`config.mk`:
```
export PLATFORM = sky130hd
export DESIGN_NAME = bdq_ctrl
export DESIGN_NICKNAME = d
export VERILOG_FILES = /design/src/hw/rtl/bdq_pkg.sv /design/src/hw/rtl/bdq_ctrl.sv
export VERILOG_INCLUDE_DIRS = /design/src /design/src/hw/rtl
export SDC_FILE = /design/constraint.sdc
export NUM_CORES = 1
export LEC_CHECK = 0
export BUFFER_PORTS_ARGS = -buffer_cell sky130_fd_sc_hd__buf_2
export CAP_MARGIN = 20
export CELL_PAD_IN_SITES_DETAIL_PLACEMENT = 1
export CELL_PAD_IN_SITES_GLOBAL_PLACEMENT = 1
export CORE_MARGIN = 2
export CORE_UTILIZATION = 44
export DETAILED_ROUTE_END_ITERATION = 8
export PLACE_DENSITY_LB_ADDON = 0.05
export SETUP_SLACK_MARGIN = 0.02
export SKIP_CTS_REPAIR_TIMING = 1
export SYNTH_ARGS = -nofsm -noshare
export SYNTH_HDL_FRONTEND = slang
export SYNTH_SLANG_ARGS = --single-unit
export TNS_END_PERCENT = 1
```
`constraint.sdc`:
```
create_clock -name i_clk -period 12.2 [get_ports i_clk]
set_clock_uncertainty 0.1 [all_clocks]
set_input_delay 1.83 -clock i_clk [delete_from_list [all_inputs] [get_ports i_clk]]
set_output_delay 1.83 -clock i_clk [all_outputs]
set_load 0.05 [all_outputs]
```
`src/hw/rtl/bounded_deque_with_index_read_defines.svh`:
```
// assertion macros for the deque rtl files
// no dependencies; included by files that carry concurrent checks
`ifndef BOUNDED_DEQUE_WITH_INDEX_READ_DEFINES_SVH
`define BOUNDED_DEQUE_WITH_INDEX_READ_DEFINES_SVH

// same-cycle implication, disabled while reset is low
`define BDQ_ASSERT_IMP(label, clk, rst_n, ante, cons) \
    label: assert property (@(posedge clk) disable iff (!(rst_n)) (ante) |-> (cons)) \
        else $error("deque check failed");

// next-cycle implication, disabled while reset is low
`define BDQ_ASSERT_NXT(label, clk, rst_n, ante, cons) \
    label: assert property (@(posedge clk) disable iff (!(rst_n)) (ante) |=> (cons)) \
        else $error("deque check failed");

`endif

```
`src/hw/rtl/bdq_pkg.sv`:
```
// shared types for the bounded deque: operation codes, status codes, ram control
// no dependencies
package bdq_pkg;

    typedef enum logic [2:0] {
        FN_INS_HEAD = 3'd0,
        FN_INS_TAIL = 3'd1,
        FN_RM_HEAD  = 3'd2,
        FN_RM_TAIL  = 3'd3,
        FN_RD_HEAD  = 3'd4,
        FN_RD_TAIL  = 3'd5,
        FN_RD_INDEX = 3'd6
    } t_func;

    typedef enum logic [1:0] {
        ST_OK    = 2'd0,
        ST_FULL  = 2'd1,
        ST_EMPTY = 2'd2,
        ST_RANGE = 2'd3
    } t_status;

    // ram access strobes from the controller
    typedef struct packed {
        logic wr_en;
        logic rd_en;
    } t_mem_ctl;

endpackage

```
`src/hw/rtl/bdq_ctrl.sv`:
```
// deque controller: head pointer, count, op decode, ram access and result register
// depends on bdq_pkg and the assertion macro header
`include "bounded_deque_with_index_read_defines.svh"

module bdq_ctrl #(
    parameter int CAPACITY   = 256,
    parameter int ELEM_WIDTH = 32,
    parameter int PW         = $clog2(CAPACITY),
    parameter int CW         = $clog2(CAPACITY + 1)
) (
    input  logic                  i_clk,
    input  logic                  i_rst_n,
    input  logic                  i_in_valid,
    output logic                  o_in_ready,
    input  logic [2:0]            i_func,
    input  logic [PW-1:0]         i_index,
    output logic                  o_out_valid,
    input  logic                  i_out_ready,
    output logic [ELEM_WIDTH-1:0] o_read_data,
    output logic [CW-1:0]         o_count,
    output logic [1:0]            o_status,
    output bdq_pkg::t_mem_ctl     o_mem_ctl,
    output logic [PW-1:0]         o_mem_addr,
    input  logic [ELEM_WIDTH-1:0] i_mem_rdata
);

    localparam logic [CW-1:0] CntFull  = CW'(CAPACITY);
    localparam logic [PW-1:0] PtrLast  = PW'(CAPACITY - 1);
    localparam logic [PW:0]   WrapSize = (PW + 1)'(CAPACITY);

    typedef enum logic {
        S_IDLE,
        S_READ
    } t_state;

    t_state                r_state, n_state;
    logic [PW-1:0]         r_head, n_head;
    logic [CW-1:0]         r_count, n_count;
    logic                  r_out_valid;
    logic [ELEM_WIDTH-1:0] r_read_data;
    logic [CW-1:0]         r_out_count;
    bdq_pkg::t_status      r_status, n_status;

    logic          accept;
    logic          is_full;
    logic          is_empty;
    logic          do_write;
    logic          do_read;
    logic [PW-1:0] offset;
    logic [PW:0]   slot_sum;
    logic [PW-1:0] slot;
    logic [PW-1:0] head_dec;
    logic [PW-1:0] head_inc;

    // no transfer is taken while reset is held
    assign accept     = i_in_valid && o_in_ready;
    assign o_in_ready = i_rst_n && (r_state == S_IDLE) && (!r_out_valid || i_out_ready);
    assign is_full    = (r_count == CntFull);
    assign is_empty   = (r_count == '0);
    assign head_dec   = (r_head == '0) ? PtrLast : r_head - 1'b1;
    assign head_inc   = (r_head == PtrLast) ? '0 : r_head + 1'b1;

    // logical offset from head to physical slot, one wrap at most
    always_comb begin
        unique case (bdq_pkg::t_func'(i_func))
            bdq_pkg::FN_INS_TAIL: offset = PW'(r_count);
            bdq_pkg::FN_RD_TAIL:  offset = PW'(r_count - 1'b1);
            bdq_pkg::FN_RD_INDEX: offset = i_index;
            default:              offset = '0;
        endcase
    end

    assign slot_sum = {1'b0, r_head} + {1'b0, offset};
    assign slot     = (slot_sum >= WrapSize) ? PW'(slot_sum - WrapSize) : slot_sum[PW-1:0];

    // operation decode
    always_comb begin
        n_head   = r_head;
        n_count  = r_count;
        n_status = bdq_pkg::ST_OK;
        do_write = 1'b0;
        do_read  = 1'b0;
        unique case (bdq_pkg::t_func'(i_func))
            bdq_pkg::FN_INS_HEAD: begin
                if (is_full) begin
                    n_status = bdq_pkg::ST_FULL;
                end else begin
                    n_head   = head_dec;
                    n_count  = r_count + 1'b1;
                    do_write = 1'b1;
                end
            end
            bdq_pkg::FN_INS_TAIL: begin
                if (is_full) begin
                    n_status = bdq_pkg::ST_FULL;
                end else begin
                    n_count  = r_count + 1'b1;
                    do_write = 1'b1;
                end
            end
            bdq_pkg::FN_RM_HEAD: begin
                if (is_empty) begin
                    n_status = bdq_pkg::ST_EMPTY;
                end else begin
                    n_head  = head_inc;
                    n_count = r_count - 1'b1;
                end
            end
            bdq_pkg::FN_RM_TAIL: begin
                if (is_empty) begin
                    n_status = bdq_pkg::ST_EMPTY;
                end else begin
                    n_count = r_count - 1'b1;
                end
            end
            bdq_pkg::FN_RD_HEAD, bdq_pkg::FN_RD_TAIL: begin
                if (is_empty) begin
                    n_status = bdq_pkg::ST_EMPTY;
                end else begin
                    do_read = 1'b1;
                end
            end
            bdq_pkg::FN_RD_INDEX: begin
                if (CW'(i_index) >= r_count) begin
                    n_status = bdq_pkg::ST_RANGE;
                end else begin
                    do_read = 1'b1;
                end
            end
            default: begin
                n_status = bdq_pkg::ST_OK;
            end
        endcase
    end

    // ram access issued in the transfer cycle
    assign o_mem_ctl.wr_en = accept && do_write;
    assign o_mem_ctl.rd_en = accept && do_read;
    assign o_mem_addr      = (bdq_pkg::t_func'(i_func) == bdq_pkg::FN_INS_HEAD) ? head_dec : slot;

    assign n_state = (accept && do_read) ? S_READ : S_IDLE;

    // state, pointers and result register
    always_ff @(posedge i_clk) begin
        if (!i_rst_n) begin
            r_state     <= S_IDLE;
            r_head      <= '0;
            r_count     <= '0;
            r_out_valid <= 1'b0;
        end else begin
            r_state <= n_state;
            if (r_state == S_READ) begin
                r_out_valid <= 1'b1;
                r_read_data <= i_mem_rdata;
                r_out_count <= r_count;
                r_status    <= bdq_pkg::ST_OK;
            end else if (accept) begin
                r_head  <= n_head;
                r_count <= n_count;
                if (!do_read) begin
                    r_out_valid <= 1'b1;
                    r_read_data <= '0;
                    r_out_count <= n_count;
                    r_status    <= n_status;
                end else if (i_out_ready) begin
                    r_out_valid <= 1'b0;
                end
            end else if (i_out_ready) begin
                r_out_valid <= 1'b0;
            end
        end
    end

    assign o_out_valid = r_out_valid;
    assign o_read_data = r_read_data;
    assign o_count     = r_out_count;
    assign o_status    = r_status;

    // checks
    `BDQ_ASSERT_IMP(a_count_bound, i_clk, i_rst_n, 1'b1, r_count <= CntFull)
    `BDQ_ASSERT_IMP(a_head_bound, i_clk, i_rst_n, 1'b1, {1'b0, r_head} < WrapSize)
    `BDQ_ASSERT_IMP(a_read_slot_free, i_clk, i_rst_n, r_state == S_READ, !r_out_valid)
    `BDQ_ASSERT_IMP(a_no_dual_access, i_clk, i_rst_n, 1'b1,
        !(o_mem_ctl.wr_en && o_mem_ctl.rd_en))
    `BDQ_ASSERT_NXT(a_reject_holds, i_clk, i_rst_n,
        accept && (n_status != bdq_pkg::ST_OK), $stable(r_count) && $stable(r_head))

endmodule

```
==> results.sh <==
export IMPL_outcome="completed"
export IMPL_pin_count=102
export IMPL_gp_congestion=0.888
export IMPL_multi_input_area_um2=2330
export IMPL_clk_path_buf_depth=2
export IMPL_rsz0062_at_grt="false"
export IMPL_p_leak_uw=0.00207
export IMPL_seqCellArea_um2=1670
export IMPL_route_detailed_drc=0
export IMPL_synth_top_area_share_pct=30.4
export IMPL_die_w_um=102
export IMPL_postSynth_asyncResetShare_pct=0
export IMPL_dp_cells=668
export IMPL_clkLatencyLatePin_ns=0.34
export IMPL_drive_gt1_share_pct=24.5
export IMPL_synth_edff_count=43
export IMPL_critPathArrivalTime_ns=4.86
export IMPL_period_needed_ns=6.79
export IMPL_path_class="in2out"
export IMPL_grt_usage_pct=24.5
export IMPL_ir_worst_vdd_v=0.0000534
export IMPL_synth_cell_types=61
export IMPL_place_area_um2=4770
export IMPL_min_path_type="reg2reg"
export IMPL_grt_pass1_vias=3883
export IMPL_power_density_nw_per_um2=130
export IMPL_fillers=1133
export IMPL_finalWirelength_um=12400
export IMPL_initialDrtViolationCount=166
export IMPL_antenna_found_initial=0
export IMPL_timing_fmax_ghz=0.147
export IMPL_dp_hpwl_um=9250
export IMPL_final_cells=684
export IMPL_grt_pass1_wl_um=20000
export IMPL_ant_nets=0
export IMPL_setup_tns_final_ns=0
export IMPL_initial_utilization_pct=45.7
export IMPL_clock_sinks=62
export IMPL_routedWlPerCell_um=18.1
export IMPL_overflow=0
export IMPL_synth_fp_nets=540
export IMPL_cts_htree_levels=3
export IMPL_yosys_warnings=0
export IMPL_first_pass_iters=4
export IMPL_cap_violations=0
export IMPL_fin_nets=619
export IMPL_cts_tree="done"
export IMPL_grt_max_degree=44
export IMPL_synth_area_leader_cell="edfxtp_1"
export IMPL_worstPathCellList="buf_2, nand2b_1, nor2_1, a22o_1, ha_1, inv_1, fa_1, nor2b_1, o21ai_0, a21boi_0, o21a_1, o21a_1, o31ai_1, buf_2"
export IMPL_rows=35
export IMPL_holdWs_ns=0.519
export IMPL_vias_per_cell=5.63
export IMPL_ys_seq_elements=62
export IMPL_synth_flop_cell="edfxtp_1"
export IMPL_area_growth_pct=17.8
export IMPL_post_route_cell_area_um2=5000
export IMPL_post_route_util_pct=53.9
export IMPL_avgSynthCellArea_um2=9.02
export IMPL_num_antenna_cells=0
export IMPL_start_kind="input pin"
export IMPL_maxSlewHeadroom_pct=47.9
export IMPL_synth_area_leaders="edfxtp_1, dfxtp_1, ha_1"
export IMPL_die_height_um=102
export IMPL_end_kind="primary output"
export IMPL_fin_crit_sh_pct=55.7
export IMPL_clkTransAtPathRegs_ns=0.07
export IMPL_cp_max_fo=33
export IMPL_cp_required_ns=10.27
export IMPL_io_buffers=101
export IMPL_cts_root_buf="clkbuf_8"
export IMPL_hold_violations=0
export IMPL_slew_viol_final=0
export IMPL_crit_path_max_incr_delay_ns=0.47
export IMPL_worst_pin_slew_ns=0.776
export IMPL_synthCells=471
export IMPL_setup_violations=0
export IMPL_vias=3854
export IMPL_die_area_um2=10500
export IMPL_coreArea_um2=9280
export IMPL_cpMaxStageDelayCell="buf_2"
export IMPL_ys_seq_area_share_pct=39.4
export IMPL_cts_buffers=9
export IMPL_synth_area_um2=4250
cells in the final DEF (no fill, tap or decap), drive strengths merged, types with 4 or more instances in the layout:
| cell type | count |
|---|---|
| nand2 | 48 |
| nand3 | 12 |
| clkbuf | 9 |
| a21oi | 17 |
| nor4 | 6 |
| xor2 | 5 |
| edfxtp | 43 |
| o22ai | 7 |
| o21a | 4 |
| and2 | 39 |
| nand2b | 5 |
| o211ai | 7 |
| inv | 20 |
| xnor2 | 14 |
| nor2 | 33 |
| a21boi | 4 |
| nor3 | 13 |
| o21ai | 38 |
| o31ai | 4 |
| nor2b | 8 |
| clkinv | 4 |
| a31oi | 5 |
| dfxtp | 19 |
| and3 | 7 |
| a211oi | 6 |
| mux2i | 4 |
| ha | 21 |
| buf | 104 |
where the power goes:
part | total, uW | switching, uW | internal, uW
Combinational | 179 | 127 | 51.5
Clock | 218 | 83.6 | 135
Sequential | 252 | 9.71 | 243
cells by family (layout without fill, tap and decap cells):
kind of cell	after synthesis	count (layout)	share of synthesized area [%]
flops	62	62	39.4
xor+xnor	19	19	3.92
buf+inv	56	140	6.04
fa+ha+maj	22	22	6.66
compound gates	117	117	18.0
mux	4	4	1.24
simple gates	191	191	24.8
final cells by class:
type,instances,share of cell area (%)
Clock buffer,9,2.48
Clock inverter,7,2.25
Tap cell,129,3.23
Inverter,20,1.50
Timing Repair Buffer,104,10.6
Sequential cell,62,33.4
Multi-Input combinational cell,353,46.6
flip-flops by register name, indices dropped and copies added (netlist names):
name	count
o_out_valid	1
o_read_data	32
o_status	2
o_count	9
r_head	8
r_count	9
r_state	1
layer usage:
metal	share of wire [%]	vias up	global-route usage (%)
met2	48	105	42.2
met5	0	-	0
li1	-	1858	-
met4	1.6	0	7.90
met1	45	1877	31.6
met3	5.5	14	3.97
final timing paths:
path / startpoint / end / slack [ns] / cells after the start
worst max-delay path: i_func[1] / o_mem_addr[6] / 5.41 / 14
worst min-delay path: r_head[7]$_SDFFE_PN0P_ / r_head[7]$_SDFFE_PN0P_ / 0.52 / 2
worst max register to register: r_count[6]$_SDFFE_PN0P_ / o_read_data[15]$_SDFFCE_PN0P_ / 8.69 / 8
worst min register to register: r_head[7]$_SDFFE_PN0P_ / r_head[7]$_SDFFE_PN0P_ / 0.52 / 2
synthesized netlist by cell type (3+ instances only):
| library cell | instances |
|---|---|
| o22ai_1 | 7 |
| a21o_1 | 3 |
| a311oi_1 | 3 |
| clkbuf_1 | 18 |
| o31ai_1 | 4 |
| and2_1 | 39 |
| nor4_4 | 3 |
| a21boi_0 | 3 |
| a211oi_1 | 5 |
| buf_2 | 13 |
| inv_1 | 20 |
| a31oi_1 | 5 |
| and3_1 | 7 |
| nand4_1 | 3 |
| o21ai_0 | 38 |
| nor2_1 | 32 |
| a21oi_1 | 17 |
| buf_6 | 3 |
| nor2b_1 | 8 |
| dfxtp_1 | 19 |
| nand3_1 | 12 |
| o211ai_1 | 7 |
| ha_1 | 21 |
| nand2b_1 | 5 |
| o221a_2 | 3 |
| xnor2_1 | 14 |
| xor2_1 | 5 |
| nor3_1 | 13 |
| o21a_1 | 4 |
| nor4_1 | 3 |
| mux2i_1 | 3 |
| edfxtp_1 | 43 |
| nand2_1 | 48 |
critical path, delay by kind of cell:
kind	cells	cell delay [ns]
buffers and inverters	3	0.84
AO/OA/AOI/OAI	6	1.21
AND/OR/NAND/NOR	3	0.57
adder cells (fa/ha/maj)	2	0.40
per-stage QoR:
step | setup WS [ns] | power, uW
after floorplan | 5.21 | 392
after detailed placement | 5.46 | 436
after global placement | 5.58 | 431
final | 5.41 | 650
after CTS | 5.44 | 654
after global routing | 5.12 | 678
(Power assumes the default switching activity.)
